===== config.mk =====
export PLATFORM = sky130hd
export DESIGN_NAME = lidar_frame_parser_core_flat
export DESIGN_NICKNAME = d
export VERILOG_FILES = /design/src/rtl/lfp_pkg.sv /design/src/rtl/lfp_intf.sv /design/src/rtl/lidar_frame_parser_core.sv /design/src/flat_wrapper.sv
export SDC_FILE = /design/constraint.sdc
export NUM_CORES = 1
export LEC_CHECK = 0
export BUFFER_PORTS_ARGS = -buffer_cell sky130_fd_sc_hd__buf_2
export CORE_MARGIN = 2
export CORE_UTILIZATION = 50
export DETAILED_ROUTE_END_ITERATION = 6
export PLACE_DENSITY = 0.72
export SLEW_MARGIN = 20
export SYNTH_ARGS = -nofsm -noshare
export SYNTH_HDL_FRONTEND = slang
export SYNTH_SLANG_ARGS = --single-unit

===== constraint.sdc =====
create_clock -name clk -period 5.3 [get_ports clk]
set_clock_uncertainty 0.05 [all_clocks]
set_input_delay 0.795 -clock clk [delete_from_list [all_inputs] [get_ports clk]]
set_output_delay 0.795 -clock clk [all_outputs]
set_load 0.005 [all_outputs]

===== src/rtl/lfp_pkg.sv =====
// Shared constants for the lidar frame parser.
`timescale 1ns / 1ps

package lfp_pkg;

	localparam int BYTE_W   = 8;
	localparam int HIGH_W   = 6;
	localparam int DIST_W   = BYTE_W + HIGH_W;
	localparam int ANGLE_W  = 7;
	localparam int NUM_DIST = 4;

	localparam int FRAME_LEN = 22;
	localparam int POS_W     = $clog2(FRAME_LEN);

	localparam logic [POS_W-1:0] SYNC_POS  = POS_W'(0);
	localparam logic [POS_W-1:0] INDEX_POS = POS_W'(1);
	localparam logic [POS_W-1:0] LAST_POS  = POS_W'(FRAME_LEN - 1);

	// Distance k: low byte at FIRST_LOW_POS + k*DIST_STRIDE, high part one byte later.
	localparam int FIRST_LOW_POS = 5;
	localparam int DIST_STRIDE   = 4;

	localparam logic [BYTE_W-1:0] SYNC_BYTE  = 8'hFA;
	localparam logic [BYTE_W-1:0] INDEX_MIN  = 8'hA0;
	localparam logic [BYTE_W-1:0] INDEX_MAX  = 8'hF9;
	localparam logic [BYTE_W-1:0] INDEX_BASE = 8'h9F;

endpackage


===== src/rtl/lfp_intf.sv =====
// Valid/ready channel interfaces for received bytes and parsed frames.
`timescale 1ns / 1ps

interface lfp_byte_if;
	logic                      valid;
	logic                      ready;
	logic [lfp_pkg::BYTE_W-1:0] rx_byte;

	modport source (output valid, output rx_byte, input ready);
	modport sink   (input valid, input rx_byte, output ready);
endinterface

interface lfp_frame_if;
	logic                       valid;
	logic                       ready;
	logic [lfp_pkg::ANGLE_W-1:0] angle_index;
	logic [lfp_pkg::DIST_W-1:0]  distance_first;
	logic [lfp_pkg::DIST_W-1:0]  distance_second;
	logic [lfp_pkg::DIST_W-1:0]  distance_third;
	logic [lfp_pkg::DIST_W-1:0]  distance_fourth;

	modport source (
		output valid, output angle_index, output distance_first, output distance_second,
		output distance_third, output distance_fourth, input ready
	);
	modport sink (
		input valid, input angle_index, input distance_first, input distance_second,
		input distance_third, input distance_fourth, output ready
	);
endinterface


===== src/rtl/lidar_frame_parser_core.sv =====
// Lidar frame parser: assembles 22-byte frames and emits angle index and four distances.
`timescale 1ns / 1ps

// Takes one received byte per beat on rx and returns one beat on frame for every complete
// 22-byte frame. Byte 0 must be 0xFA or it is dropped; byte 1 must be an index in
// 0xA0..0xF9 or the frame is abandoned (that byte is never retried as a sync byte). Each
// distance is a low byte plus the low six bits of the next byte (bytes 5/6, 9/10, 13/14,
// 17/18); angle_index is the index byte minus 0x9F. No checksum is checked. One byte is
// taken every cycle: the frame state updates in the accepting cycle and the result lands
// in an output register, so rx stalls only while that register holds a beat the sink has
// not taken. A result appears in the cycle after byte 21 is accepted.
module lidar_frame_parser_core (
	input  logic            clk,
	input  logic            arst_n,
	lfp_byte_if.sink        rx,
	lfp_frame_if.source     frame
);

	logic [lfp_pkg::POS_W-1:0]  pos_q;
	logic [lfp_pkg::BYTE_W-1:0] index_q;
	logic [lfp_pkg::BYTE_W-1:0] dist_lo_q [lfp_pkg::NUM_DIST];
	logic [lfp_pkg::HIGH_W-1:0] dist_hi_q [lfp_pkg::NUM_DIST];

	logic                        out_valid_q;
	logic [lfp_pkg::ANGLE_W-1:0] angle_q;
	logic [lfp_pkg::DIST_W-1:0]  dist_out_q [lfp_pkg::NUM_DIST];

	logic                        accept;
	logic                        index_ok;
	logic [lfp_pkg::POS_W-1:0]   pos_next;
	logic [lfp_pkg::BYTE_W-1:0]  angle_full;

	assign rx.ready = !out_valid_q || frame.ready;
	assign accept   = rx.valid && rx.ready;
	assign index_ok = (rx.rx_byte >= lfp_pkg::INDEX_MIN) && (rx.rx_byte <= lfp_pkg::INDEX_MAX);
	assign angle_full = index_q - lfp_pkg::INDEX_BASE;

	always_comb begin
		if (pos_q == lfp_pkg::SYNC_POS) begin
			pos_next = (rx.rx_byte == lfp_pkg::SYNC_BYTE) ? lfp_pkg::INDEX_POS : lfp_pkg::SYNC_POS;
		end else if (pos_q == lfp_pkg::INDEX_POS) begin
			pos_next = index_ok ? lfp_pkg::POS_W'(2) : lfp_pkg::SYNC_POS;
		end else if (pos_q == lfp_pkg::LAST_POS) begin
			pos_next = lfp_pkg::SYNC_POS;
		end else begin
			pos_next = pos_q + lfp_pkg::POS_W'(1);
		end
	end

	always_ff @(posedge clk or negedge arst_n) begin
		if (!arst_n) begin
			pos_q <= lfp_pkg::SYNC_POS;
		end else if (accept) begin
			pos_q <= pos_next;
		end
	end

	// Frame payload holds; written only at their own byte positions.
	always_ff @(posedge clk) begin
		if (accept) begin
			if (pos_q == lfp_pkg::INDEX_POS) begin
				index_q <= rx.rx_byte;
			end
			for (int k = 0; k < lfp_pkg::NUM_DIST; k++) begin
				if (pos_q == lfp_pkg::POS_W'(lfp_pkg::FIRST_LOW_POS + k * lfp_pkg::DIST_STRIDE)) begin
					dist_lo_q[k] <= rx.rx_byte;
				end
				if (pos_q == lfp_pkg::POS_W'(lfp_pkg::FIRST_LOW_POS + k * lfp_pkg::DIST_STRIDE + 1)) begin
					dist_hi_q[k] <= rx.rx_byte[lfp_pkg::HIGH_W-1:0];
				end
			end
		end
	end

	always_ff @(posedge clk or negedge arst_n) begin
		if (!arst_n) begin
			out_valid_q <= 1'b0;
		end else if (accept && pos_q == lfp_pkg::LAST_POS) begin
			out_valid_q <= 1'b1;
		end else if (frame.ready) begin
			out_valid_q <= 1'b0;
		end
	end

	always_ff @(posedge clk) begin
		if (accept && pos_q == lfp_pkg::LAST_POS) begin
			angle_q <= angle_full[lfp_pkg::ANGLE_W-1:0];
			for (int k = 0; k < lfp_pkg::NUM_DIST; k++) begin
				dist_out_q[k] <= {dist_hi_q[k], dist_lo_q[k]};
			end
		end
	end

	assign frame.valid           = out_valid_q;
	assign frame.angle_index     = angle_q;
	assign frame.distance_first  = dist_out_q[0];
	assign frame.distance_second = dist_out_q[1];
	assign frame.distance_third  = dist_out_q[2];
	assign frame.distance_fourth = dist_out_q[3];

`ifndef SYNTHESIS
	a_pos_range: assert property (@(posedge clk) disable iff (!arst_n)
		pos_q <= lfp_pkg::LAST_POS)
		else $error("frame position out of range");

	a_result_after_last: assert property (@(posedge clk) disable iff (!arst_n)
		(accept && pos_q == lfp_pkg::LAST_POS) |=> (frame.valid && pos_q == lfp_pkg::SYNC_POS))
		else $error("no result after last frame byte");

	a_bad_sync_stays: assert property (@(posedge clk) disable iff (!arst_n)
		(accept && pos_q == lfp_pkg::SYNC_POS && rx.rx_byte != lfp_pkg::SYNC_BYTE)
		|=> (pos_q == lfp_pkg::SYNC_POS))
		else $error("bad sync byte advanced the frame");

	a_index_held_ok: assert property (@(posedge clk) disable iff (!arst_n)
		(pos_q != lfp_pkg::SYNC_POS && pos_q != lfp_pkg::INDEX_POS)
		|-> (index_q >= lfp_pkg::INDEX_MIN && index_q <= lfp_pkg::INDEX_MAX))
		else $error("frame in progress with invalid index");
`endif

endmodule

===== src/flat_wrapper.sv =====
// flat-port wrapper written by rule: the top's interface ports become plain ports
module lidar_frame_parser_core_flat 
  (clk, arst_n, rx_valid, rx_rx_byte, rx_ready, frame_valid, frame_angle_index, frame_distance_first, frame_distance_second, frame_distance_third, frame_distance_fourth, frame_ready);
  lfp_byte_if rx_i ();
  lfp_frame_if frame_i ();
  input  logic clk;
  input  logic arst_n;
  input wire logic [$bits(rx_i.valid)-1:0] rx_valid;
  input wire logic [$bits(rx_i.rx_byte)-1:0] rx_rx_byte;
  output wire logic [$bits(rx_i.ready)-1:0] rx_ready;
  output wire logic [$bits(frame_i.valid)-1:0] frame_valid;
  output wire logic [$bits(frame_i.angle_index)-1:0] frame_angle_index;
  output wire logic [$bits(frame_i.distance_first)-1:0] frame_distance_first;
  output wire logic [$bits(frame_i.distance_second)-1:0] frame_distance_second;
  output wire logic [$bits(frame_i.distance_third)-1:0] frame_distance_third;
  output wire logic [$bits(frame_i.distance_fourth)-1:0] frame_distance_fourth;
  input wire logic [$bits(frame_i.ready)-1:0] frame_ready;
  assign rx_i.valid = rx_valid;
  assign rx_i.rx_byte = rx_rx_byte;
  assign rx_ready = rx_i.ready;
  assign frame_valid = frame_i.valid;
  assign frame_angle_index = frame_i.angle_index;
  assign frame_distance_first = frame_i.distance_first;
  assign frame_distance_second = frame_i.distance_second;
  assign frame_distance_third = frame_i.distance_third;
  assign frame_distance_fourth = frame_i.distance_fourth;
  assign frame_i.ready = frame_ready;
  lidar_frame_parser_core u_core (.clk(clk), .arst_n(arst_n), .rx(rx_i), .frame(frame_i));
endmodule

==> out/metrics.cfg <==
[routing]
drtPass1Iterations = 5
postRouteAntennaNets = 0
drc = 0
routed_via_density = 5.093
wire_per_inst_um = 17.62
routed-via-count = 2134
drt_first_iter_violations = 171
routed_wl_um = 7384

[yosys]
ys_async_sr_fraction_pct = 4.545
yosys.area.top_type = edfxtp_1
netlist_top_cells_area = edfxtp_1 (86%), dfrtp_1 (3.4%), ha_1 (1.4%), nor2_1 (0.85%), xor2_1 (0.79%)
yosys_most_used_dff = edfxtp_1
synth_top_area_share_pct = 85.81
ys_warn_count = 0
avgSynthCellArea_um2 = 21.61
post-synth-top-count-cell = edfxtp_1
mappedNetlistNets = 221
ys_types = 34
synth_area_um2 = 4409
synth_edf_count = 126
ys_ff_latch = 132
syn_inst = 204
seq_area_frac_synth_pct = 89.22
synthTopCellsByCount = edfxtp_1 (126), nor2_1 (10), nand2_1 (7), dfrtp_1 (6), ha_1 (5)

[global_route]
grt_pass1_vias = 2168
grt_pass1_wl_um = 11580
gr-total-overflow = 0
antenna_found_initial = 0
grt_max_degree = 25
track_usage_pct = 16.74

[place]
dpl_cell_area_um2 = 4956
gp_congestion = 0.8398
dp.final_hpwl_um = 4688
io_buffers = 76

[run_status]
outcome = finished, final reports clean

[clock_network]
cts_setup_buffers = 0
cts_max_path_buffers = 2
h-tree-depth = 4
cts_resized = 0
numCtsBuffers = 17
cts_tree = built
clk_latency_ns = 0.51
clock-sinks = 132
clk_pin_slew_ns = 0.06
cts_root_buf = clkbuf_8
ctsHoldBuffers = 0

[finish]
final_nets = 316
num_antenna_cells = 0
fin_area_um2 = 5572
drive_gt1_share_pct = 36.66
area_growth_pct = 26.36

[critical_path]
timing.rr.end = u_core.dist_out_q[0][13]$_DFFE_PP_
ff2ff_setup_slack_ns = 2.63
startpoint = u_core.pos_q[1]$_DFFE_PN0P_
endpoint_kind = flop
arrival_ns = 2.81
reg2reg_from = u_core.pos_q[1]$_DFFE_PN0P_
path_max_fanout = 24
cp-start-kind = flop
r2r_cells = 7
required_ns = 5.44
crit_type = reg2reg

[timing]
rsz0062_at_grt = no
holdWs_ns = 0.04849
fmax_mhz = 374.1
finalMaxSlewViolations = 0
finalHoldViolCount = 0
setup_viol = 0
slew_headroom_pct = 33.75
period_minus_slack_ns = 2.673
finalCritPeriodShare_pct = 50.43
tightestPinTransition_ns = 0.9862
tns_ns = 0

[floorplan]
initial_core_util_pct = 51.06
coreArea_um2 = 8636
core.rowCount = 34
io_pins = 77
dieHeight_um = 97.91
die_width_um = 97.91
dieArea_um2 = 9585

[power_and_ir_drop]
power.density_nw_per_um2 = 478.2
vdd_drop_max_uv = 280.6
p_total_uw = 2664
p_leak_uw = 0.002005

[job]
cap_violations = 0

[hold_path]
min_path_type = in2async

-- layout make-up --
class,count,area [µm²]
tap,108,135.1
clock inverter,11,183.9
clock buffer,20,425.4
multi-input combinational,65,455.4
inverter,4,15.01
timing repair buffer,79,422.9
fill,575,3064
sequential,132,3934
-- cell usage in the layout, fill, tap and decap left out, types with 4 or more instances in the layout --
cell	count
bufinv_16	5
o21ai_0	4
nand2_1	7
buf_2	76
xor2_1	4
nor2_1	9
ha_1	5
nand3_1	4
edfxtp_1	126
nand2b_1	4
dfrtp_1	6
inv_1	4
clkbuf_16	16
-- per-layer routing --
metal | vias to the layer above | GRT usage, % | routed length [µm]
li1 | 988 | - | -
met1 | 1048 | 19.42 | 2817
met2 | 85 | 26.08 | 3807
met3 | 13 | 7.230 | 592
met4 | 0 | 9.829 | 167
met5 | - | 0 | 0
-- metrics by stage --
| stage | instances | util [%] | setup WS (ns) |
|---|---|---|---|
| 3_5_place_dp | 388 | 57.39 | 2.450 |
| 3_3_place_gp | 387 | 57.07 | 2.281 |
| 6_report | 419 | 64.52 | 2.627 |
| 2_1_floorplan | 204 | - | 0.9750 |
| 4_1_cts | 419 | 64.45 | 2.601 |
| 5_1_grt | 419 | 64.52 | 2.419 |
-- worst max-delay path, stage by stage, from the launching register on --
cell,delay (ns)
dfrtp_1,0.43
inv_1,0.10
ha_1,0.20
nand2_1,0.10
or2_2,0.35
nor2_4,0.60
buf_16,0.24
buf_4,0.27
-- logic make-up after synthesis --
group | count (synthesis) | synth area share [%]
flip-flops | 132 | 89.22
AND/OR/NAND/NOR | 40 | 5.023
XOR/XNOR | 6 | 1.192
buffers and inverters | 7 | 0.7661
AO/OA/AOI/OAI | 14 | 2.384
adder cells (fa/ha/maj) | 5 | 1.419
-- state kept, by name, summed over array words and instances, names as in the netlist --
name,flops
u_core.dist_out_q,56
u_core.dist_lo_q,32
u_core.dist_hi_q,24
u_core.frame.angle_index,7
u_core.index_q,7
u_core.pos_q,5
u_core.frame.valid,1
-- worst max-delay path by stage --
stage	to	slack [ns]	cells past startpoint
floorplan	u_core.dist_out_q[0][0]$_DFFE_PP_	0.98	3
global placement	u_core.dist_out_q[2][3]$_DFFE_PP_	2.28	5
detailed placement	u_core.dist_out_q[1][3]$_DFFE_PP_	2.45	6
CTS	u_core.frame.angle_index[5]$_DFFE_PP_	2.60	7
global route	u_core.frame.angle_index[5]$_DFFE_PP_	2.42	7
finish	u_core.dist_out_q[0][13]$_DFFE_PP_	2.63	7
-- report_power, final --
group	switching, µW	internal (µW)	total [µW]
sequential	59.3	1220	1270
clock	387	803	1190
combinational	119	80.4	199
No activity file was read; power rests on OpenSTA's default activity.
